<file path="src/hdl/mpm_pkg.sv">
// Shared types and constants of the memory pressure monitor.
package mpm_pkg;

   localparam int BYTE_W  = 21;
   localparam int TIME_W  = 32;
   localparam int Q_W     = 17;
   localparam int HOLD_W  = 20;
   localparam int CD_W    = 20;
   localparam int PCT_W   = 7;
   localparam int LEVEL_W = 2;
   localparam int NUM_W   = BYTE_W + 28;
   localparam int DEN_W   = BYTE_W + 16;

   localparam logic [Q_W-1:0]   Q_ONE    = 17'h10000;
   localparam logic [PCT_W-1:0] PCT_FULL = 7'd100;

   localparam logic [1:0] FUNC_SAMPLE      = 2'd0;
   localparam logic [1:0] FUNC_RESET_PEAKS = 2'd1;
   localparam logic [1:0] FUNC_CONSUME     = 2'd2;
   localparam logic [1:0] FUNC_NONE        = 2'd3;

   localparam logic [2:0] OP_H1   = 3'd0;
   localparam logic [2:0] OP_H2   = 3'd1;
   localparam logic [2:0] OP_G1   = 3'd2;
   localparam logic [2:0] OP_G2   = 3'd3;
   localparam logic [2:0] OP_PEN  = 3'd4;
   localparam logic [2:0] OP_FRAG = 3'd5;
   localparam logic [2:0] OP_CD   = 3'd6;

   localparam logic [2:0] REG_FREE_LIMITS  = 3'd0;
   localparam logic [2:0] REG_FRAG_LIMITS  = 3'd1;
   localparam logic [2:0] REG_TLS_FREE     = 3'd2;
   localparam logic [2:0] REG_TLS_CONTIG   = 3'd3;
   localparam logic [2:0] REG_PENALTY      = 3'd4;
   localparam logic [2:0] REG_HOLD         = 3'd5;
   localparam logic [2:0] REG_COND_LIMITS  = 3'd6;
   localparam logic [2:0] REG_COOL_LIMITS  = 3'd7;

   typedef struct packed {
      logic [1:0]        func;
      logic [BYTE_W-1:0] free_bytes;
      logic [BYTE_W-1:0] largest_block;
      logic [TIME_W-1:0] now_ms;
   } req_type;

   typedef struct packed {
      logic [PCT_W-1:0]   health_pct;
      logic [LEVEL_W-1:0] pressure_level;
      logic               condition_request;
      logic [BYTE_W-1:0]  min_free;
      logic [BYTE_W-1:0]  min_largest;
   } rsp_type;

   typedef struct packed {
      logic [62:0] free_level_limits;
      logic [47:0] frag_level_limits;
      logic [20:0] tls_free_minimum;
      logic [20:0] tls_contig_minimum;
      logic [15:0] frag_penalty_scale;
      logic [19:0] deescalate_hold_ms;
      logic [34:0] condition_limits;
      logic [59:0] cooldown_limits;
   } cfg_type;

   typedef struct packed {
      logic       load;
      logic       marks;
      logic       div_start;
      logic [2:0] div_sel;
      logic       mul;
      logic       pct;
      logic       commit;
   } cmd_type;

   typedef struct packed {
      logic       div_busy;
      logic       div_done;
      logic [1:0] func;
   } stat_type;

endpackage

</file>
<file path="src/hdl/mpm_ctrl.sv">
// Sequencing state machine of the memory pressure monitor.
module mpm_ctrl (
   input  logic              clock,
   input  logic              reset,
   input  logic              req_valid,
   output logic              req_ready,
   output logic              rsp_valid,
   input  logic              rsp_ready,
   input  mpm_pkg::stat_type stat,
   output mpm_pkg::cmd_type  cmd
);
   typedef enum logic [6:0] {
      ST_IDLE   = 7'b0000001,
      ST_MARKS  = 7'b0000010,
      ST_DSTART = 7'b0000100,
      ST_DWAIT  = 7'b0001000,
      ST_MUL    = 7'b0010000,
      ST_PCT    = 7'b0100000,
      ST_COMMIT = 7'b1000000
   } state_type;

   state_type  state_ff, state_in;
   logic [2:0] op_ff, op_in, last_op;
   logic       valid_ff, valid_in;
   logic       out_free;

   always_comb begin
      out_free = !valid_ff || rsp_ready;
      last_op  = (stat.func == mpm_pkg::FUNC_RESET_PEAKS) ? mpm_pkg::OP_PEN : mpm_pkg::OP_CD;
      state_in = state_ff;
      op_in    = op_ff;
      cmd      = '0;
      cmd.div_sel = op_ff;
      unique case (state_ff)
         ST_IDLE: begin
            if (req_valid) begin
               cmd.load = 1'b1;
               state_in = ST_MARKS;
            end
         end
         ST_MARKS: begin
            cmd.marks = 1'b1;
            op_in     = mpm_pkg::OP_H1;
            if (stat.func == mpm_pkg::FUNC_SAMPLE || stat.func == mpm_pkg::FUNC_RESET_PEAKS) begin
               state_in = ST_DSTART;
            end else begin
               state_in = ST_COMMIT;
            end
         end
         ST_DSTART: begin
            cmd.div_start = 1'b1;
            state_in      = ST_DWAIT;
         end
         ST_DWAIT: begin
            if (stat.div_done) begin
               if (op_ff == last_op) begin
                  state_in = ST_MUL;
               end else begin
                  op_in    = op_ff + 1'b1;
                  state_in = ST_DSTART;
               end
            end
         end
         ST_MUL: begin
            cmd.mul  = 1'b1;
            state_in = ST_PCT;
         end
         ST_PCT: begin
            cmd.pct  = 1'b1;
            state_in = ST_COMMIT;
         end
         ST_COMMIT: begin
            if (out_free) begin
               cmd.commit = 1'b1;
               state_in   = ST_IDLE;
            end
         end
         default: state_in = ST_IDLE;
      endcase
      valid_in = cmd.commit ? 1'b1 : (rsp_ready ? 1'b0 : valid_ff);
   end

   always_ff @(posedge clock) begin
      if (reset) begin
         state_ff <= ST_IDLE;
         op_ff    <= mpm_pkg::OP_H1;
         valid_ff <= 1'b0;
      end else begin
         state_ff <= state_in;
         op_ff    <= op_in;
         valid_ff <= valid_in;
      end
   end

   assign req_ready = (state_ff == ST_IDLE);
   assign rsp_valid = valid_ff;
endmodule

</file>
<file path="config.mk">
export PLATFORM = sky130hd
export DESIGN_NAME = mpm_ctrl
export DESIGN_NICKNAME = d
export VERILOG_FILES = /design/src/hdl/mpm_pkg.sv /design/src/hdl/mpm_ctrl.sv
export SDC_FILE = /design/constraint.sdc
export NUM_CORES = 1
export LEC_CHECK = 0
export ABC_AREA = 1
export BUFFER_PORTS_ARGS = -buffer_cell sky130_fd_sc_hd__buf_2
export CAP_MARGIN = 20
export CORE_MARGIN = 2
export CORE_UTILIZATION = 50
export DETAILED_ROUTE_END_ITERATION = 12
export PLACE_DENSITY = 0.78
export REMOVE_ABC_BUFFERS = 1
export SETUP_SLACK_MARGIN = 0.15
export SYNTH_ARGS = -nofsm -noshare
export SYNTH_HDL_FRONTEND = slang
export SYNTH_SLANG_ARGS = --single-unit
export TNS_END_PERCENT = 20
</file>
<file path="constraint.sdc">
create_clock -name clock -period 1.6 [get_ports clock]
set_clock_uncertainty 0.15 [all_clocks]
set_input_delay 0.24 -clock clock [delete_from_list [all_inputs] [get_ports clock]]
set_output_delay 0.24 -clock clock [all_outputs]
set_load 0.02 [all_outputs]
</file>
---- Yosys cells after proc, flatten, opt, wreduce, memory -nomap -nowiden ----
Cells that the tools add are included.
cells by class
  add/subtract/negate cells ............... 1
  equality and inequality tests ........... 13
  mux-type cells .......................... 20
  reduce and logical (&&, ||, !) cells .... 8
operators with widths
  kind                                           number
  case mux 7 bit (7 select lines)                1
  2-to-1 mux 7 bit                               4
  2-to-1 mux 1 bit                               10
  inequality test 2 bit, second input constant   4
  == test 7 x 1 -> 1 bit, second input constant  1
  == test 7 x 2 -> 1 bit, second input constant  1
  == test 7 x 3 -> 1 bit, second input constant  1
  == test 7 x 4 -> 1 bit, second input constant  1
  == test 7 x 5 -> 1 bit, second input constant  1
  == test 7 x 6 -> 1 bit, second input constant  1
  == test 7 bit, second input constant           1
  2-to-1 mux 3 bit                               2
  case mux 3 bit (2 select lines)                1
  AND reduction 3 bit                            2
  2-to-1 mux 5 bit                               1
  nonzero test 2 bit                             2
  adder 3 x 1 -> 3 bit, second input constant    1
  == test 3 bit                                  1
  == test 2 x 1 -> 1 bit, second input constant  1
  zero test 2 bit                                1
  logical OR 1 bit                               2
  2-to-1 mux 2 bit                               1
  zero test 1 bit                                1
word-level totals
  register bits after elaboration ......... 11
  bits of input ports ..................... 8
  output and inout port bits .............. 11
  logic and storage cells ................. 45

---- Logic depth before layout (Yosys ltp) ----
Gate-level depths: netlist of run 1.
  depth after elaboration ................. 6
  mapped depth ............................ 9
  gate-level depth less buffers ........... 9

---- Worst setup path after synthesis of run 1 ----
Ideal clock, no wire load.
  kind .................................... flip-flop to flip-flop
  start point ............................. register state_ff[3]
  end point ............................... register state_ff[0]
  library setup time ...................... 116 ps
  arrival time ............................ 1237 ps
  data required time ...................... 1334 ps
  setup slack ............................. 97 ps
  stages on the path, launching flop included .. 9
  buffers on the path ..................... 0
  clock period less this slack ............ 1503 ps
  cells stage by stage .................... dfxtp_1 nor2_1 nand2_1 nor2_1 nor2_1 nand3_1 nand2_1 nand2_1 nand2_1
between the ends
  cells in the longest elaborated chain, start to end .. 3
  elaborated cells on any way between the ends .. 12
  classes of those cells .................. 10 x eq/ne; 1 x mux; 1 x reduce/logical
ends and longest elaborated chain
  what                                         line            source
  from (decl)                                  mpm_ctrl.sv:22  state_type state_ff, state_in;
  from (signal assigned)                       mpm_ctrl.sv:89  state_ff <= state_in;
  == test 7 bit, or another cell as far along  mpm_ctrl.sv:34  unique case (state_ff)
  inequality test 2 bit (no source line)       n/a
  AND reduction 3 bit (no source line)         n/a
Several ways; a longest one is shown, not always the timed one.
A chain may end at the register's enable or synchronous reset.

==> flow_summary.json, run 1 <==
{
  "cap_violations": 0,
  "post_route_cells_drive_above_1_share_pct": 41.7,
  "fin_tns_setup_ns": -0.174,
  "path_max_fanout": 4,
  "dr.pass1.iters": 4,
  "place.port_buffers": 17,
  "hp-class": "input port to register",
  "max_freq_mhz": 592,
  "synth.avg_cell_area_um2": 5.94,
  "die_area_mm2": 0.00181,
  "hold_buffers": 0,
  "fp.dieW_um": 42.5,
  "grt_max_degree": 7,
  "synth_enable_flop_cells": 0,
  "peakVddDrop_uv": 370,
  "antenna_found_initial": 0,
  "relSlewSlack_pct": 80.2,
  "tightest_slew_ns": 0.297,
  "p_leak_nw": 0.504,
  "synth_seq_cells": 11,
  "path_clk_slew_ns": 0.06,
  "rows": 13,
  "clock_latency_ns": 0.26,
  "die_y_um": 42.5,
  "final_hold_viol_count": 0,
  "routabilityCongestion": 0.860,
  "dp_hpwl_um": 1310,
  "ys_types": 18,
  "setup_viol": 5,
  "critPathRequiredTime_ns": 1.21,
  "yosys.area.top_type_share_pct": 29.7,
  "fill_cells": 95,
  "core_area_mm2": 0.00135,
  "setup_slack_ns": -0.0882,
  "yosysMostFrequentCell": "nor2_1",
  "ios": 19,
  "pre_cts_ws_ns": 0.106,
  "overflow": 0,
  "num-nets-final": 161,
  "antenna_cells": 0,
  "clock_sinks": 11,
  "timing.final.crit_share_pct": 106,
  "violations": "setup timing",
  "initial_utilization_pct": 55.0,
  "cts_tree": "done",
  "ys_top_cells_by_count": "nor2_1, nand2_1, inv_1",
  "outcome": "finished with violations",
  "synthArstFlopShare_pct": 0,
  "start_kind": "register",
  "area_growth_pct": 43.7,
  "cts_root_buffer": "clkbuf_4",
  "synthCells": 125,
  "grt_pass1_wl_um": 3350,
  "synth_area_um2": 742,
  "numCtsBuffers": 3,
  "ys_warn_count": 0,
  "avgRoutedWirePerCell_um": 11.3,
  "rsz0062_at_grt": "true",
  "seq_area_frac_synth_pct": 29.7,
  "synth_area_leaders": "dfxtp_1, nor2_1, nand2_1, inv_1, nand3_1",
  "detail_route.vias_per_cell": 5.29,
  "drv_slew": 0,
  "cts_buffer_depth": 2,
  "detail_route.wirelength_um": 1880,
  "p_per_area_mw_per_mm2": 589,
  "antenna_left": 0,
  "htreeDepth": 1,
  "drc": 0,
  "worstPathArrival_ns": 1.30,
  "period_needed_ns": 1.69,
  "synth_ff_type": "dfxtp_1",
  "end_kind": "primary output",
  "grt_pass1_vias": 881,
  "critical_path_class": "register to primary output",
  "drtIter0Drc": 18,
  "vias": 878,
  "grtUsageTotal_pct": 23.9,
  "synth.largest_area_cell": "dfxtp_1"
}
layout by cell type, fill, tap and decap left out:
master and count:
buf_4 7, nor4_1 1, clkbuf_1 1, nor2_1 27, dfxtp_4 1, nor2_2 4, ha_1 1, nand3_1 10
buf_6 4, nand2_1 23, nand3b_1 2, inv_4 2, buf_12 1, nor2_4 7, clkbuf_4 3, inv_1 13
nor4_4 1, nand2_4 2, nand2_2 8, and3_1 1, nand4_1 3, dfxtp_1 4, buf_2 11, inv_2 4
o22ai_1 1, dfxtp_2 6, a21oi_1 1, nand3_4 2
kinds of logic (layout without fill, tap and decap cells):
kind of cell    after synthesis  after routing  share of synthesized area, %
flops                        11             11                          29.7
simple gates                 91             91                          56.5
compound gates                2              2                          1.52
buf+inv                      20             46                          10.6
fa+ha+maj                     1              1                          1.69
critical path, stage by stage, from the launching register on:
cell and delay [ns]:
dfxtp_2 0.35, nor2_4 0.14, nand2_2 0.10, nor4_4 0.27, buf_4 0.18
area by class of cell:
cell class              instances  area, um2  area share [%]
multi-input cells              94        541            50.7
inverters                      19       76.3            7.16
repair buffers                 23        173            16.2
clock buffers                   4       26.3            2.46
flip-flops and latches         11        231            21.7
well taps                      15       18.8            1.76
layer usage:
metal  GRT usage, %  routed length [um]
met1           26.2                 746
met2           43.4                1010
met3           3.88                  75
met4           12.5                  42
met5              0                   0
stage by stage:
step                      power, mW  utilization (%)  area, um2  hold slack [ns]  std cells
final                         0.627             79.0       1070           0.0536        166
after global routing          0.679             79.0       1070           0.0638        166
after CTS                     0.622             73.9        997           0.0553        165
after detailed placement      0.420             62.1        838            0.335        156
after global placement        0.416             62.1        838            0.332        156
after floorplan               0.383                -        734            0.159        124
report_power, final:
group / total (mW) / internal (mW) / switching [mW]
clock: 0.178 / 0.0963 / 0.0815
sequential: 0.296 / 0.282 / 0.0132
combinational: 0.154 / 0.0594 / 0.0947
total: 0.627 / 0.438 / 0.189
worst paths after layout:
kind / from / endpoint / slack (ns) / cells past startpoint
worst min register to register: op_ff[2]$_SDFFE_PP0P_ / op_ff[2]$_SDFFE_PP0P_ / 0.37 / 2
worst max register to register: state_ff[5]$_SDFFE_PP0P_ / op_ff[1]$_SDFFE_PP0P_ / 0.08 / 10
worst max-delay path: state_ff[0]$_SDFFE_PP1P_ / cmd[0] / -0.09 / 4
worst min-delay path: reset / state_ff[2]$_SDFFE_PP0P_ / 0.05 / 2
state kept, by name, summed over array words and instances, names as in the netlist:
signal and flops:
op_ff 3, rsp_valid 1, state_ff 7
what timing repair did:
action	in CTS	in global routing
gates resized for setup	29	18
pin swaps	9	6
buffers inserted	5	1
setup endpoints to repair	13	15
gates cloned	0	0
Power figures use the tool's default switching activity.
==> run 2: changes to the inputs <==
CORE_MARGIN = 5   (was 2)
TNS_END_PERCENT = 1   (was 20)
==> flow_summary.json, run 2 (same netlist as run 1, synthesis figures left out) <==
{
  "outcome": "finished with violations",
  "violations": "setup timing",
  "grt_pass1_vias": 780,
  "cap_violations": 0,
  "path_clk_slew_ns": 0.07,
  "antenna_left": 0,
  "final_common_cell": "nor2_1",
  "die_area_mm2": 0.00235,
  "rows": 14,
  "antenna_cells": 0,
  "cts_root_buffer": "clkbuf_4",
  "detail_route.vias_per_cell": 5.39,
  "largest_reg_flops": 7,
  "seqCellArea_um2": 235,
  "drv_slew": 0,
  "grt_pass1_wl_um": 3010,
  "critical_path_class": "register to primary output",
  "antenna_found_initial": 0,
  "fill_cells": 122,
  "area_growth_pct": 39.6,
  "avgRoutedWirePerCell_um": 12.8,
  "path_max_fanout": 4,
  "end_kind": "primary output",
  "dp_hpwl_um": 1380,
  "timing.final.crit_share_pct": 112,
  "vias": 894,
  "numCtsBuffers": 3,
  "routabilityCongestion": 0.820,
  "cts_buffer_depth": 2,
  "detail_route.wirelength_um": 2130,
  "cts_tree": "done",
  "setup_slack_ns": -0.190,
  "place_area_um2": 840,
  "hold_depth": 2,
  "peakVddDrop_uv": 471,
  "ios": 19,
  "grt_max_degree": 7,
  "setup_viol": 7,
  "hp-class": "input port to register",
  "hold_ws_ns": 0.0435,
  "final_area_mm2": 0.00104,
  "place.port_buffers": 17,
  "relSlewSlack_pct": 75.3,
  "num-nets-final": 160,
  "fp.dieW_um": 48.5,
  "overflow": 0,
  "multi_input_area_um2": 538,
  "initial_utilization_pct": 51.0,
  "start_kind": "register",
  "p_leak_nw": 0.493,
  "die_y_um": 48.5,
  "clock_latency_ns": 0.27,
  "drtIter0Drc": 21,
  "post_route_cells_drive_above_1_share_pct": 38.7,
  "critPathRequiredTime_ns": 1.21,
  "regMostFlops": "state_ff",
  "dr.pass1.iters": 4,
  "postLayoutCoreUtil_pct": 71.3,
  "core_area_mm2": 0.00145,
  "final_hold_viol_count": 0,
  "period_needed_ns": 1.79,
  "fin_tns_setup_ns": -0.573,
  "clock_sinks": 11,
  "max_freq_mhz": 559,
  "htreeDepth": 1,
  "final_cell_mix": "nor2_1, nand2_1, inv_1",
  "pre_cts_ws_ns": 0.0678,
  "p_per_area_mw_per_mm2": 614,
  "r2r_cells": 7,
  "tightest_slew_ns": 0.370,
  "worstPathArrival_ns": 1.40,
  "grtUsageTotal_pct": 15.8,
  "rsz0062_at_grt": "true",
  "drc": 0
}
==> run 2: cell types whose count changed in the layout (fill, tap and decap cells not counted), sizes merged <==
| cell | delta |
|---|---|
| buf | -1 |
==> run 2: per-stage QoR <==
stage	cells	power, mW
6_report	166	0.636
5_1_grt	166	0.664
4_1_cts	165	0.619
3_5_place_dp	157	0.419
3_3_place_gp	157	0.417
2_1_floorplan	124	0.383
==> run 2: critical path: stages, from the launching register on <==
cell and delay [ns]:
dfxtp_2 0.35, nor2_4 0.16, nand2_4 0.08, nor4_4 0.33, buf_4 0.21
==> run 2: timing repair <==
action	4_1_cts	5_1_grt
gates resized for setup	22	19
hold buffers	0	0
pin swaps	6	13
setup buffers	4	1
endpoints found under the setup margin	13	15
cloned	0	0
==> run 2: final cells by class <==
class,count,area share (%)
inverters,19,7.37
clock buffers,4,2.54
repair buffers,22,13.5
multi-input cells,94,51.9
well taps,16,1.93
flip-flops and latches,11,22.7
==> run 2: final timing paths <==
path                            startpoint                       end  slack [ns]
setup / recovery  state_ff[1]$_SDFFE_PP0P_                    cmd[0]       -0.19
setup reg to reg  state_ff[1]$_SDFFE_PP0P_    rsp_valid$_SDFFE_PP0P_        0.07
hold reg to reg      op_ff[2]$_SDFFE_PP0P_     op_ff[2]$_SDFFE_PP0P_        0.36
hold / removal                       reset  state_ff[3]$_SDFFE_PP0P_        0.04
==> run 2: power by group <==
part / switching, mW / total [mW] / internal [mW] / leakage [nW]
sequential: 0.0119 / 0.292 / 0.281 / 0.0923
clock: 0.0947 / 0.191 / 0.0967 / 0.0150
combinational: 0.0959 / 0.152 / 0.0560 / 0.386
==> run 2: per-layer routing <==
layer	up-vias	wire, um	GRT usage [%]
met4	0	108	6.73
met1	401	837	17.8
met2	40	1080	28.7
met5	-	0	0
met3	13	105	2.76
li1	440	-	-
==> run 3: changes to the inputs <==
CORE_UTILIZATION = 53   (was 50)
CTS_BUF_LIST = sky130_fd_sc_hd__clkbuf_8   (was default)
PLACE_DENSITY = 0.82   (was 0.78)
SETUP_SLACK_MARGIN = default   (was 0.15)
TNS_END_PERCENT = default   (was 1)
==> flow_summary.json, run 3 (same netlist as run 1, synthesis figures left out) <==
{
  "outcome": "finished with violations",
  "violations": "setup timing",
  "num-nets-final": 158,
  "die_y_um": 47.4,
  "switching_share_pct": 29.4,
  "combPwrFrac_pct": 21.7,
  "drv_slew": 0,
  "rows": 13,
  "place_inst": 156,
  "detail_route.vias_per_cell": 5.31,
  "numCtsBuffers": 3,
  "fp.dieW_um": 47.4,
  "final_common_cell": "nor2_1",
  "rsz0062_at_grt": "true",
  "setup_slack_ns": -0.0673,
  "fin_tns_setup_ns": -0.0673,
  "peakVddDrop_uv": 489,
  "cts_buffer_depth": 2,
  "cap_violations": 0,
  "drtIter0Drc": 32,
  "avgRoutedWirePerCell_um": 12.8,
  "grt_max_degree": 7,
  "vias": 866,
  "largest_reg_flops": 7,
  "detail_route.wirelength_um": 2080,
  "p_clk_share_pct": 37.3,
  "regMostFlops": "state_ff",
  "p_per_area_mw_per_mm2": 697,
  "cts_root_buffer": "clkbuf_8",
  "tightest_slew_ns": 0.311,
  "ios": 19,
  "hp-class": "input port to register",
  "critPathRequiredTime_ns": 1.21,
  "overflow": 0,
  "end_kind": "primary output",
  "power.internal_uw": 514,
  "timing.final.crit_share_pct": 104,
  "max_freq_mhz": 600,
  "area_growth_pct": 40.6,
  "path_max_fanout": 4,
  "p_leak_nw": 0.494,
  "dr.pass1.iters": 5,
  "drc": 0,
  "final_hold_viol_count": 0,
  "place.port_buffers": 17,
  "routabilityCongestion": 0.775,
  "initial_utilization_pct": 56.3,
  "post_route_cells_drive_above_1_share_pct": 41.2,
  "die_area_mm2": 0.00225,
  "stdcell_count": 163,
  "hold_buffers": 0,
  "antenna_found_initial": 0,
  "setup_viol": 1,
  "critical_path_class": "register to primary output",
  "htreeDepth": 1,
  "grtUsageTotal_pct": 18.9,
  "period_needed_ns": 1.67,
  "clock_sinks": 11,
  "antenna_cells": 0,
  "worstPathArrival_ns": 1.28,
  "path_clk_slew_ns": 0.05,
  "grt_pass1_vias": 776,
  "grt_pass1_wl_um": 3120,
  "p_sw_uw": 214,
  "core_area_mm2": 0.00132,
  "relSlewSlack_pct": 79.2,
  "clock_latency_ns": 0.23,
  "final_cell_mix": "nor2_1, nand2_1, inv_1",
  "dp_hpwl_um": 1390,
  "seq_power_share_pct": 41.0,
  "start_kind": "register",
  "antenna_left": 0,
  "cts_tree": "done"
}
-- run 3: area by class of cell --
class / count / area, um2
multi-input cells: 94 / 558
fillers: 99 / 274
flip-flops and latches: 11 / 226
repair buffers: 20 / 124
inverters: 19 / 71.3
clock buffers: 3 / 41.3
well taps: 15 / 18.8
clock inverters: 1 / 3.75
-- run 3: power groups by stage --
stage | clock [mW] | combinational [mW] | sequential, mW
finish | 0.272 | 0.158 | 0.298
detailed placement | 0 | 0.122 | 0.298
global placement | 0 | 0.118 | 0.298
global route | 0.279 | 0.175 | 0.300
CTS | 0.270 | 0.128 | 0.293
floorplan | 0 | 0.0825 | 0.301
-- run 3: what timing repair did --
item / 4_1_cts / 5_1_grt
pin swaps: 2 / 6
gates cloned: 0 / 0
endpoints found under the setup margin: 6 / 14
gates resized for setup: 8 / 35
buffers inserted: 1 / 2
-- run 3: through the flow --
step                      worst slack, ns  power, mW  hold WS [ns]  utilization (%)  cell area, um2
after floorplan                   -0.0601      0.383         0.159                -             734
after global placement              0.124      0.416         0.338             63.6             838
after detailed placement            0.103      0.420         0.337             63.6             838
after CTS                         -0.0551      0.691        0.0918             69.4             915
after global routing               -0.111      0.754        0.0881             79.2            1040
final                             -0.0673      0.728        0.0857             79.2            1040
-- run 3: routing by layer --
layer,routed length [um],vias up,GRT usage [%]
met4,2,0,5.52
met3,162,2,1.13
met1,818,376,24.9
li1,-,434,-
met5,0,-,0
met2,1100,54,32.9
-- run 3: path summary, 6_finish.rpt --
path                       startpoint                        to  slack, ns  cells after the start
min reg2reg     op_ff[2]$_SDFFE_PP0P_     op_ff[2]$_SDFFE_PP0P_       0.36                      2
min                             reset  state_ff[2]$_SDFFE_PP0P_       0.09                      2
max reg2reg  state_ff[5]$_SDFFE_PP0P_  state_ff[4]$_SDFFE_PP0P_       0.11                      9
max          state_ff[0]$_SDFFE_PP1P_                    cmd[0]      -0.07                      4
-- run 3: worst max-delay path, stage by stage, from the launching register on --
cell and delay [ns]:
dfxtp_2 0.35, nor2_4 0.15, nand2_4 0.08, nor4_4 0.27, buf_4 0.19
