==> src/hdl/mpm_pkg.sv <==
// Shared types and constants of the memory pressure monitor.
package mpm_pkg;

   localparam int BYTE_W  = 21;
   localparam int TIME_W  = 32;
   localparam int Q_W     = 17;
   localparam int HOLD_W  = 20;
   localparam int CD_W    = 20;
   localparam int PCT_W   = 7;
   localparam int LEVEL_W = 2;
   localparam int NUM_W   = BYTE_W + 28;
   localparam int DEN_W   = BYTE_W + 16;

   localparam logic [Q_W-1:0]   Q_ONE    = 17'h10000;
   localparam logic [PCT_W-1:0] PCT_FULL = 7'd100;

   localparam logic [1:0] FUNC_SAMPLE      = 2'd0;
   localparam logic [1:0] FUNC_RESET_PEAKS = 2'd1;
   localparam logic [1:0] FUNC_CONSUME     = 2'd2;
   localparam logic [1:0] FUNC_NONE        = 2'd3;

   localparam logic [2:0] OP_H1   = 3'd0;
   localparam logic [2:0] OP_H2   = 3'd1;
   localparam logic [2:0] OP_G1   = 3'd2;
   localparam logic [2:0] OP_G2   = 3'd3;
   localparam logic [2:0] OP_PEN  = 3'd4;
   localparam logic [2:0] OP_FRAG = 3'd5;
   localparam logic [2:0] OP_CD   = 3'd6;

   localparam logic [2:0] REG_FREE_LIMITS  = 3'd0;
   localparam logic [2:0] REG_FRAG_LIMITS  = 3'd1;
   localparam logic [2:0] REG_TLS_FREE     = 3'd2;
   localparam logic [2:0] REG_TLS_CONTIG   = 3'd3;
   localparam logic [2:0] REG_PENALTY      = 3'd4;
   localparam logic [2:0] REG_HOLD         = 3'd5;
   localparam logic [2:0] REG_COND_LIMITS  = 3'd6;
   localparam logic [2:0] REG_COOL_LIMITS  = 3'd7;

   typedef struct packed {
      logic [1:0]        func;
      logic [BYTE_W-1:0] free_bytes;
      logic [BYTE_W-1:0] largest_block;
      logic [TIME_W-1:0] now_ms;
   } req_type;

   typedef struct packed {
      logic [PCT_W-1:0]   health_pct;
      logic [LEVEL_W-1:0] pressure_level;
      logic               condition_request;
      logic [BYTE_W-1:0]  min_free;
      logic [BYTE_W-1:0]  min_largest;
   } rsp_type;

   typedef struct packed {
      logic [62:0] free_level_limits;
      logic [47:0] frag_level_limits;
      logic [20:0] tls_free_minimum;
      logic [20:0] tls_contig_minimum;
      logic [15:0] frag_penalty_scale;
      logic [19:0] deescalate_hold_ms;
      logic [34:0] condition_limits;
      logic [59:0] cooldown_limits;
   } cfg_type;

   typedef struct packed {
      logic       load;
      logic       marks;
      logic       div_start;
      logic [2:0] div_sel;
      logic       mul;
      logic       pct;
      logic       commit;
   } cmd_type;

   typedef struct packed {
      logic       div_busy;
      logic       div_done;
      logic [1:0] func;
   } stat_type;

endpackage

==> src/hdl/mpm_div.sv <==
// Restoring divider, one quotient bit per cycle.
module mpm_div #(
   parameter int NUM_W = 49,
   parameter int DEN_W = 37
) (
   input  logic             clock,
   input  logic             reset,
   input  logic             start,
   input  logic [NUM_W-1:0] num,
   input  logic [DEN_W-1:0] den,
   output logic             busy,
   output logic             done,
   output logic [NUM_W-1:0] quot
);
   localparam int CNT_W = $clog2(NUM_W + 1);

   logic [NUM_W-1:0] quo_ff, quo_in;
   logic [DEN_W-1:0] rem_ff, rem_in, den_ff, den_in;
   logic [CNT_W-1:0] cnt_ff, cnt_in;
   logic             busy_ff, busy_in, done_ff, done_in;
   logic [DEN_W:0]   shifted, diff;
   logic             ge;

   always_comb begin
      shifted = {rem_ff, quo_ff[NUM_W-1]};
      diff    = shifted - {1'b0, den_ff};
      ge      = shifted >= {1'b0, den_ff};
      quo_in  = quo_ff;
      rem_in  = rem_ff;
      den_in  = den_ff;
      cnt_in  = cnt_ff;
      busy_in = busy_ff;
      done_in = 1'b0;
      if (start) begin
         quo_in  = num;
         rem_in  = '0;
         den_in  = den;
         cnt_in  = '0;
         busy_in = 1'b1;
      end else if (busy_ff) begin
         quo_in = {quo_ff[NUM_W-2:0], ge};
         rem_in = ge ? diff[DEN_W-1:0] : shifted[DEN_W-1:0];
         cnt_in = cnt_ff + 1'b1;
         if (cnt_ff == CNT_W'(NUM_W - 1)) begin
            busy_in = 1'b0;
            done_in = 1'b1;
         end
      end
   end

   always_ff @(posedge clock) begin
      quo_ff <= quo_in;
      rem_ff <= rem_in;
      den_ff <= den_in;
      cnt_ff <= cnt_in;
      if (reset) begin
         busy_ff <= 1'b0;
         done_ff <= 1'b0;
      end else begin
         busy_ff <= busy_in;
         done_ff <= done_in;
      end
   end

   assign busy = busy_ff;
   assign done = done_ff;
   assign quot = quo_ff;
endmodule

==> src/hdl/mpm_dp.sv <==
// Datapath: watermarks, ratio divisions, health, level and request state.
module mpm_dp (
   input  logic              clock,
   input  logic              reset,
   input  mpm_pkg::req_type  req_data,
   input  mpm_pkg::cfg_type  cfg,
   input  mpm_pkg::cmd_type  cmd,
   output mpm_pkg::stat_type stat,
   output mpm_pkg::rsp_type  rsp_data
);
   localparam int BW = mpm_pkg::BYTE_W;
   localparam int TW = mpm_pkg::TIME_W;
   localparam int QW = mpm_pkg::Q_W;
   localparam int NW = mpm_pkg::NUM_W;
   localparam int DW = mpm_pkg::DEN_W;

   mpm_pkg::req_type in_ff;
   mpm_pkg::rsp_type rsp_ff, rsp_in;

   logic [BW-1:0] peak_free_ff, peak_free_in, peak_lg_ff, peak_lg_in;
   logic [BW-1:0] low_free_ff, low_free_in, low_lg_ff, low_lg_in;
   logic [6:0]    health_ff, health_in;
   logic [1:0]    level_ff, level_in, esc_ff, esc_in, nl;
   logic [TW-1:0] lct_ff, lct_in, rqt_ff, rqt_in;
   logic          pend_ff, pend_in, req_out;

   logic [DW-1:0]   frs_ff;
   logic [40:0]     bl_ff;
   logic [2:0]      op_ff;
   logic [QW-1:0]   h1_ff, h2_ff, g1_ff, g2_ff, pen_ff, frag_ff, qsat, hmin, gmin;
   logic [20:0]     cd_ff, cd_fin;
   logic [2*QW-1:0] prod_ff;
   logic [39:0]     scaled;
   logic [7:0]      pct_raw;
   logic [6:0]      pct_ff;

   logic [NW-1:0] div_num, quot;
   logic [DW-1:0] div_den;
   logic          div_busy, div_done;

   logic [BW-1:0] fr, lg, pf, pl;
   logic [TW-1:0] now;
   logic [1:0]    cnt_up;
   logic [6:0]    trig, clr;
   logic [20:0]   thr;
   logic [19:0]   cd_base, cd_min, cd_max;
   logic          gate_on;

   assign fr      = in_ff.free_bytes;
   assign lg      = in_ff.largest_block;
   assign now     = in_ff.now_ms;
   assign trig    = cfg.condition_limits[6:0];
   assign clr     = cfg.condition_limits[13:7];
   assign thr     = cfg.condition_limits[34:14];
   assign cd_base = cfg.cooldown_limits[19:0];
   assign cd_min  = cfg.cooldown_limits[39:20];
   assign cd_max  = cfg.cooldown_limits[59:40];
   assign gate_on = (cfg.tls_free_minimum != '0) && (cfg.tls_contig_minimum != '0);

   always_comb begin
      unique case (cmd.div_sel)
         mpm_pkg::OP_H1: begin
            div_num = NW'({fr, 16'b0});
            div_den = DW'(peak_free_ff);
         end
         mpm_pkg::OP_H2: begin
            div_num = NW'({lg, 16'b0});
            div_den = DW'(peak_lg_ff);
         end
         mpm_pkg::OP_G1: begin
            div_num = NW'({fr, 16'b0});
            div_den = DW'(cfg.tls_free_minimum);
         end
         mpm_pkg::OP_G2: begin
            div_num = NW'({lg, 16'b0});
            div_den = DW'(cfg.tls_contig_minimum);
         end
         mpm_pkg::OP_PEN: begin
            div_num = NW'({lg, 28'b0});
            div_den = frs_ff;
         end
         mpm_pkg::OP_FRAG: begin
            div_num = NW'({lg, 16'b0});
            div_den = DW'(fr);
         end
         default: begin
            div_num = NW'(bl_ff);
            div_den = DW'(cfg.tls_contig_minimum);
         end
      endcase
   end

   mpm_div #(.NUM_W(NW), .DEN_W(DW)) u_div (
      .clock (clock),
      .reset (reset),
      .start (cmd.div_start),
      .num   (div_num),
      .den   (div_den),
      .busy  (div_busy),
      .done  (div_done),
      .quot  (quot)
   );

   assign qsat = (quot > NW'(mpm_pkg::Q_ONE)) ? mpm_pkg::Q_ONE : quot[QW-1:0];

   always_comb begin
      gmin   = (g2_ff < g1_ff) ? g2_ff : g1_ff;
      hmin   = (h2_ff < h1_ff) ? h2_ff : h1_ff;
      if (gate_on && gmin < hmin) hmin = gmin;
      scaled  = 40'(prod_ff) * 40'd100 + 40'h80000000;
      pct_raw = scaled[39:32];
      cd_fin  = cd_ff;
      if (cfg.tls_contig_minimum != '0) begin
         if (cd_fin < 21'(cd_min)) cd_fin = 21'(cd_min);
         if (cd_fin > 21'(cd_max)) cd_fin = 21'(cd_max);
      end
   end

   // Pressure level from the free bytes and the fragmentation ratio.
   always_comb begin
      priority if (21'(fr) < cfg.free_level_limits[62:42] ||
                   frag_ff < QW'(cfg.frag_level_limits[47:32])) begin
         nl = 2'd3;
      end else if (21'(fr) < cfg.free_level_limits[41:21] ||
                   frag_ff < QW'(cfg.frag_level_limits[31:16])) begin
         nl = 2'd2;
      end else if (21'(fr) < cfg.free_level_limits[20:0] ||
                   frag_ff < QW'(cfg.frag_level_limits[15:0])) begin
         nl = 2'd1;
      end else begin
         nl = 2'd0;
      end
   end

   always_comb begin
      peak_free_in = peak_free_ff;
      peak_lg_in   = peak_lg_ff;
      low_free_in  = low_free_ff;
      low_lg_in    = low_lg_ff;
      health_in    = health_ff;
      level_in     = level_ff;
      esc_in       = esc_ff;
      lct_in       = lct_ff;
      rqt_in       = rqt_ff;
      pend_in      = pend_ff;
      req_out      = pend_ff;
      pf           = peak_free_ff;
      pl           = peak_lg_ff;
      cnt_up       = (esc_ff == 2'd3) ? esc_ff : esc_ff + 1'b1;
      rsp_in       = rsp_ff;
      if (cmd.marks) begin
         if (in_ff.func == mpm_pkg::FUNC_SAMPLE) begin
            if (pf == '0 || pl == '0) begin
               pf = fr;
               pl = lg;
            end
            if (fr > pf) pf = fr;
            if (lg > pl) pl = lg;
            peak_free_in = pf;
            peak_lg_in   = pl;
            if (low_free_ff == '0 || fr < low_free_ff) low_free_in = fr;
            if (low_lg_ff == '0 || lg < low_lg_ff) low_lg_in = lg;
         end else if (in_ff.func == mpm_pkg::FUNC_RESET_PEAKS) begin
            peak_free_in = fr;
            peak_lg_in   = lg;
         end
      end
      if (cmd.commit) begin
         unique case (in_ff.func)
            mpm_pkg::FUNC_SAMPLE: begin
               health_in = pct_ff;
               if (nl != level_ff) begin
                  if (nl > level_ff) begin
                     esc_in = cnt_up;
                     if (cnt_up >= ((nl == 2'd3) ? 2'd1 : 2'd2)) begin
                        level_in = nl;
                        lct_in   = now;
                        esc_in   = '0;
                     end
                  end else if ((now - lct_ff) >= TW'(cfg.deescalate_hold_ms)) begin
                     level_in = nl;
                     lct_in   = now;
                     esc_in   = '0;
                  end
               end else begin
                  esc_in = '0;
               end
               if (!pend_ff) begin
                  if (pct_ff <= trig && 21'(lg) < thr &&
                      (rqt_ff == '0 || (now - rqt_ff) >= TW'(cd_fin))) begin
                     pend_in = 1'b1;
                  end
               end else if (pct_ff >= clr && 21'(lg) >= thr) begin
                  pend_in = 1'b0;
               end
               req_out = pend_in;
            end
            mpm_pkg::FUNC_RESET_PEAKS: begin
               health_in = pct_ff;
               pend_in   = 1'b0;
               rqt_in    = now;
               req_out   = 1'b0;
            end
            mpm_pkg::FUNC_CONSUME: begin
               pend_in = 1'b0;
               req_out = pend_ff;
            end
            default: req_out = pend_ff;
         endcase
         rsp_in.health_pct        = health_in;
         rsp_in.pressure_level    = level_in;
         rsp_in.condition_request = req_out;
         rsp_in.min_free          = low_free_in;
         rsp_in.min_largest       = low_lg_in;
      end
   end

   always_ff @(posedge clock) begin
      if (cmd.load) in_ff <= req_data;
      if (cmd.marks) begin
         frs_ff <= DW'(fr) * DW'(cfg.frag_penalty_scale);
         bl_ff  <= 41'(cd_base) * 41'(lg);
      end
      if (cmd.div_start) op_ff <= cmd.div_sel;
      if (div_done) begin
         unique case (op_ff)
            mpm_pkg::OP_H1:   h1_ff <= (peak_free_ff == '0) ? '0 : qsat;
            mpm_pkg::OP_H2:   h2_ff <= (peak_lg_ff == '0) ? '0 : qsat;
            mpm_pkg::OP_G1:   g1_ff <= qsat;
            mpm_pkg::OP_G2:   g2_ff <= qsat;
            mpm_pkg::OP_PEN: begin
               if (fr == '0) pen_ff <= '0;
               else if (cfg.frag_penalty_scale == '0) pen_ff <= mpm_pkg::Q_ONE;
               else pen_ff <= qsat;
            end
            mpm_pkg::OP_FRAG: frag_ff <= (fr == '0) ? '0 : qsat;
            default: begin
               if (cfg.tls_contig_minimum == '0) cd_ff <= 21'(cd_base);
               else cd_ff <= (quot > NW'(21'h100000)) ? 21'h100000 : quot[20:0];
            end
         endcase
      end
      if (cmd.mul) prod_ff <= hmin * pen_ff;
      if (cmd.pct) pct_ff <= (pct_raw > 8'(mpm_pkg::PCT_FULL)) ? mpm_pkg::PCT_FULL : pct_raw[6:0];
      rsp_ff <= rsp_in;
      if (reset) begin
         peak_free_ff <= '0;
         peak_lg_ff   <= '0;
         low_free_ff  <= '0;
         low_lg_ff    <= '0;
         health_ff    <= mpm_pkg::PCT_FULL;
         level_ff     <= '0;
         esc_ff       <= '0;
         lct_ff       <= '0;
         rqt_ff       <= '0;
         pend_ff      <= 1'b0;
      end else begin
         peak_free_ff <= peak_free_in;
         peak_lg_ff   <= peak_lg_in;
         low_free_ff  <= low_free_in;
         low_lg_ff    <= low_lg_in;
         health_ff    <= health_in;
         level_ff     <= level_in;
         esc_ff       <= esc_in;
         lct_ff       <= lct_in;
         rqt_ff       <= rqt_in;
         pend_ff      <= pend_in;
      end
   end

   assign stat.div_busy = div_busy;
   assign stat.div_done = div_done;
   assign stat.func     = in_ff.func;
   assign rsp_data      = rsp_ff;
endmodule
==> config.mk <==
export PLATFORM = sky130hd
export DESIGN_NAME = mpm_dp
export DESIGN_NICKNAME = d
export VERILOG_FILES = /design/src/hdl/mpm_pkg.sv /design/src/hdl/mpm_div.sv /design/src/hdl/mpm_dp.sv
export SDC_FILE = /design/constraint.sdc
export NUM_CORES = 2
export LEC_CHECK = 0
export ABC_AREA = 0
export BUFFER_PORTS_ARGS = -buffer_cell sky130_fd_sc_hd__clkbuf_2
export CAP_MARGIN = 20
export CELL_PAD_IN_SITES_DETAIL_PLACEMENT = 1
export CELL_PAD_IN_SITES_GLOBAL_PLACEMENT = 2
export CORE_MARGIN = 2
export CORE_UTILIZATION = 37
export CTS_CLUSTER_DIAMETER = 40
export CTS_CLUSTER_SIZE = 10
export DETAILED_ROUTE_END_ITERATION = 10
export HOLD_SLACK_MARGIN = 0.02
export PLACE_DENSITY = 0.85
export SLEW_MARGIN = 10
export SYNTH_ARGS = -nofsm -noshare
export SYNTH_HDL_FRONTEND = slang
export SYNTH_SLANG_ARGS = --single-unit
==> constraint.sdc <==
create_clock -name clock -period 11.32 [get_ports clock]
set_input_delay 2.264 -clock clock [delete_from_list [all_inputs] [get_ports clock]]
set_output_delay 2.264 -clock clock [all_outputs]
set_load 0.005 [all_outputs]
**Yosys cells after proc, flatten, opt, wreduce, memory -nomap -nowiden**

Index checks and enable logic that the tools add are counted.

- Logic and storage cells: 205
- Register bits: 664

- Bitwise operators: 2
- Add/subtract/negate cells: 6
- Equality and inequality tests: 18
- Reductions and logical operators: 48
- Multiply operators: 4
- Muxes and demuxes: 61
- Magnitude comparators: 27

Operators by type and width:

| cell | count |
|---|---|
| $mux 21 | 23 |
| $pmux 37 s5 | 1 |
| $pmux 49 s3 | 1 |
| $logic_not 21->1 | 6 |
| $lt 21x21->1 | 6 |
| $mux 49 | 2 |
| $mux 32 | 3 |
| $mux 17 | 5 |
| $sub 32x32->32 | 2 |
| $lt 17x16->1 | 3 |
| $lt 17x17->1 | 3 |
| $gt 49x17->1 const B | 1 |
| $gt 49x21->1 const B | 1 |
| $gt 21x21->1 | 2 |
| $reduce_bool 21->1 | 2 |
| $mul 20x21->41 | 1 |
| $add 40x32->40 const B | 1 |
| $ge 38x37->1 | 1 |
| $mul 34x5->38 const B | 1 |
| $mul 21x16->37 | 1 |
| $mux 37 | 1 |
| $sub 37x37->37 | 1 |
| $mul 17x17->34 | 1 |
| $ge 32x20->1 | 1 |
| 39 further kinds | 96 |

**Logic depth before layout (Yosys ltp)**

- Word-level depth: 12
- Depth in mapped cells: 48

**Cells and area by module**

Synthesis repeated with hierarchy kept, for this count alone.

- Cells, all modules: 8568
- Area total of the unflattened synthesis: 78760.5 um^2

By module, submodules not included:

| module | sequential area each (um^2) | area each (um^2) | cells an instance | times used |
|---|---|---|---|---|
| mpm_dp | 14403.8 | 71547.4 | 7880 | 1 |
| mpm_div | 3483.3 | 7213.2 | 688 | 1 |

**Least setup slack after synthesis**

No wires, ideal clock.

- Kind: register to register
- Start: reg g2_ff[1]
- End: reg prod_ff[33], data pin
- Data arrival time: 10.446 ns
- Cell stages (with the launch flop): 44
- Setup slack: 0.614 ns
- Path buffers: 4
- Library setup time: 0.260 ns
- Data required time: 11.060 ns
- Cell sequence: edfxtp_1 > ha_1 > a21o_1 > a21o_1 > a211oi_1 > o21a_1 > o211ai_1 > o211ai_1 > buf_2 > buf_1 > mux2i_1 > inv_1 > ha_1 > nand3_1 > nor3_1 > nand2_1 > o221a_2 > o31a_1 > [... 8 more ...] > fa_1 > inv_1 > fa_1 > fa_1 > fa_1 > inv_1 > ha_1 > a21o_1 > a21oi_1 > nor4b_1 > a211o_1 > a31oi_1 > a22o_1 > o211a_1 > o21a_1 > o21a_1 > o22ai_1 > xnor2_1

- Cells in the longest elaborated chain, start to end: 6

RTL lines:

| what | line | text |
|---|---|---|
| start, declared | mpm_dp.sv:30 | `logic [QW-1:0] h1_ff, h2_ff, g1_ff, g2_ff, pen_ff, frag_ff, qsat, hmin, gmin;` |
| start signal, assigned | mpm_dp.sv:230 | `mpm_pkg::OP_G2: g2_ff <= qsat;` |
| $lt 17x17->1 | mpm_dp.sv:107 | `gmin = (g2_ff < g1_ff) ? g2_ff : g1_ff;` |
| $mux 17 (*) | mpm_dp.sv:107 |  |
| $lt 17x17->1 | mpm_dp.sv:109 | `if (gate_on && gmin < hmin) hmin = gmin;` |
| $logic_and 1x1->1 | mpm_dp.sv:109 |  |
| $mux 17 (*) | mpm_dp.sv:109 |  |
| $mul 17x17->34 (*) | mpm_dp.sv:243 | `if (cmd.mul) prod_ff <= hmin * pen_ff;` |
| end signal, assigned | mpm_dp.sv:243 |  |
| end, declared | mpm_dp.sv:32 | `logic [2*QW-1:0] prod_ff;` |

Mark *: on every way between the ends. The rest lies on a longest branch, timed or not.
A chain may end at the register's enable or synchronous reset.

**Worst setup path in the final report**

Same ends and word-level chain as after synthesis.

==> results.cfg <==
[timing]
setup_viol = 0
maxSlewHeadroom_pct = 30.83
finClkSkew_ns = 0.05738
worstMarginPinSlew_ns = 1.034
fin_ws_ns = 0.4162
hold_viol_final = 0
fin_crit_sh_pct = 96.32
fmax_ghz = 0.09171
tns_ns = 0
final_max_slew_viol_count = 0
min_period_ns = 10.90

[floorplanning]
die_area_um2 = 215700
row_count = 169
core_area_um2 = 211500
dieHeight_um = 464.5
die_w_um = 464.5
ios = 427
initial_utilization_pct = 37.10

[setup_path]
cp.required_ns = 11.83
cp-start-kind = register
cp_top_family = compound AO/OA/AOI/OAI gates
worstPathArrival_ns = 11.41
crit_slowest_cell = or4_1
max_stage_delay_ns = 0.54
crit_type = register to register
cp_common_cell = a21o_1
end_kind = register
critPathBufInv = 11
crit_fanout = 12

[yosys]
synth_fp_nets = 10720
synth.avg_cell_area_um2 = 9.161
synth_edf_count = 459
ys_ff_latch = 664
ys_seq_area_share_pct = 22.80
netlist_instances = 8563
synth-async-reset-ratio_pct = 0
synth_adder_area_share_pct = 36.69
yosys_warnings = 0
synthXorXnorAreaFrac_pct = 2.043
synth_top_family_by_area = adder cells
synth_area_um2 = 78450
synthDistinctLibCells = 88
synthMuxAreaShare_pct = 3.150
synth_compound_area_share_pct = 11.93
ys.flop_type = edfxtp_1
synthSimpleGateAreaFrac_pct = 14.13

[routing]
drt-pass1-iter-count = 7
ant_nets = 0
wl_um = 269900
post_drt_wl_per_cell_um = 22.67
drt_iter0_drc = 3549
drc = 0
routed_via_density = 5.373
vias = 63980

[clock_network]
root_buffer = clkbuf_16
cts_buffer_depth = 3
clk_pin_slew_ns = 0.05
numCtsBuffers = 141
clkLatencyLatePin_ns = 0.80
numClockSinks = 664
tritoncts = built
htree_levels = 4

[grt]
grt-ovfl-total = 0
grt_pass1_wl_um = 420500
grt_start_max_net_pins = 114
first_global_vias = 71680
antenna_found_initial = 25
globalRouteTotalUtil_pct = 25.06

[finish]
fill_cells = 24430
nNetsFinal = 11110
final_cells = 11910
drive_gt1_share_pct = 10.88
syn_to_final_growth_pct = 14.16

[job]
maxCapViolCount = 0

[placement]
gp_congestion = 0.8970
dp_hpwl_um = 208500
placedCellCount = 11610
io_buffer_count = 426
pre_cts_slack_ns = 0.3901

[power_and_ir_drop]
power_leakage_uw = 0.04312
ir_drop_mv = 0.6129
power_density_nw_per_um2 = 281.3

[worst_hold_path]
min_path_type = register to register

[outcome]
status = completed
cells in the final DEF, fill, tap and decap left out, types with 18 or more instances in the layout:
cell       count
nand2_1      968
clkbuf_16    150
a221oi_1      32
and2_1       443
a22oi_1       23
clkinv_2      18
buf_4        191
a31oi_1       34
inv_1       1544
mux2_2        53
o22a_1        23
nor2b_1       56
clkbuf_2     420
nor4_1        60
a21oi_1      408
o21bai_1      32
o22ai_1       27
mux2i_1      183
and3_1        37
o221ai_1      19
o21ai_0      282
dfxtp_1      204
nor3_1        48
o21a_1        80
a211oi_1      56
o211ai_1      62
nand2b_1      60
or3_1         19
nand4_1       65
nor2_1       372
a22o_1        26
ha_1         929
xnor2_1      118
fa_1         857
clkbuf_1      21
a2111oi_0     19
nand3_1      123
xor2_1        65
a21o_1       177
edfxtp_1     459
final cells by class:
type                            instances  area, µm²  share of cell area (%)
Timing Repair Buffer                  630       3880                   4.333
Multi-Input combinational cell       5973      53430                   59.66
Inverter                             1546       5803                   6.480
Sequential cell                       664      17890                   19.97
Antenna cell                           11      27.53                 0.03074
Clock buffer                          172       3824                   4.270
Clock inverter                         90       1172                   1.309
Tap cell                             2821       3530                   3.941
worst min-delay path, delay by kind of cell (launching register included):
family           cells  cell delay (ns)
flip-flops           1             0.32
AND/OR/NAND/NOR      1             0.06
multiplexers         1             0.07
what timing repair did:
action                     CTS  global route
hold buffers                 0             0
setup buffers                0            16
gates resized for setup      0            12
setup endpoints to repair    0             5
sequential cells by signal, summed over array words and instances, names as in the netlist, 34 cells and up:
| name | flops |
|---|---|
| u_div.quot | 49 |
| bl_ff | 41 |
| frs_ff | 37 |
| rsp_data | 52 |
| prod_ff | 34 |
| u_div.rem_ff | 37 |
| u_div.den_ff | 37 |
per-stage QoR:
step | hold WS (ns) | total power [µW] | area [µm²] | util, %
after CTS | 0.4720 | 25430 | 89230 | 42.20
after global placement | 0.4493 | 20360 | 84150 | 39.80
after global routing | 0.4986 | 27360 | 89540 | 42.35
final | 0.4689 | 25190 | 89550 | 42.35
after detailed placement | 0.4561 | 20750 | 84230 | 39.84
after floorplan | 0.4355 | 15840 | 78450 | -
final timing paths:
kind,from,endpoint,slack (ns),cells after the start
setup / recovery,g2_ff[1],prod_ff[33],0.42,49
hold / removal,health_ff[5],health_ff[5],0.47,2
setup reg to reg,g2_ff[1],prod_ff[33],0.42,49
hold reg to reg,health_ff[5],health_ff[5],0.47,2
synthesized netlist by cell type (all sizes together), types with 26 or more instances:
cell	instances	area [µm²]
a211oi	58	447.9
a21o	177	1329
a21oi	412	2062
a221oi	32	280.3
a22o	26	227.7
a31oi	36	231.5
and2	444	2778
and3	37	231.5
buf	40	186.4
clkbuf	340	1276
dfxtp	205	4104
edfxtp	459	13780
fa	857	17160
ha	929	11620
inv	1546	5803
mux2	53	596.8
mux2i	185	1852
nand2	968	3633
nand2b	60	375.4
nand3	123	615.6
nand4	65	406.6
nor2	376	1411
nor2b	56	350.3
nor3	51	255.2
nor4	65	406.6
o211ai	65	503.0
o21a	80	600.6
o21ai	289	1446
o21bai	33	247.7
o22ai	28	181.4
xnor2	118	1033
xor2	65	569.3
cell families (layout without fill, tap and decap cells):
family          after synthesis  in the layout
compound gates             1438           1438
xor+xnor                    183            183
fa+ha+maj                  1786           1786
buf+inv                    1926           2438
flops                       664            664
mux                         239            239
other cells                   0             11
simple gates               2327           2327
metal layers:
metal  global-route usage (%)  vias up  share of wire [%]
li1                         -    29080                  -
met1                    30.75    32790                 41
met4                    10.10       12                4.3
met5                        0        -              0.026
met2                    43.85     1595                 50
met3                    3.762      508                4.9
report_power, final:
part | leakage (µW) | total, µW | internal (µW) | switching (µW)
combinational | 0.0344 | 16900 | 6960 | 9980
sequential | 0.00630 | 3890 | 3690 | 195
clock | 0.00240 | 4360 | 2810 | 1560
Note: power is estimated with default switching activity, not from simulation.
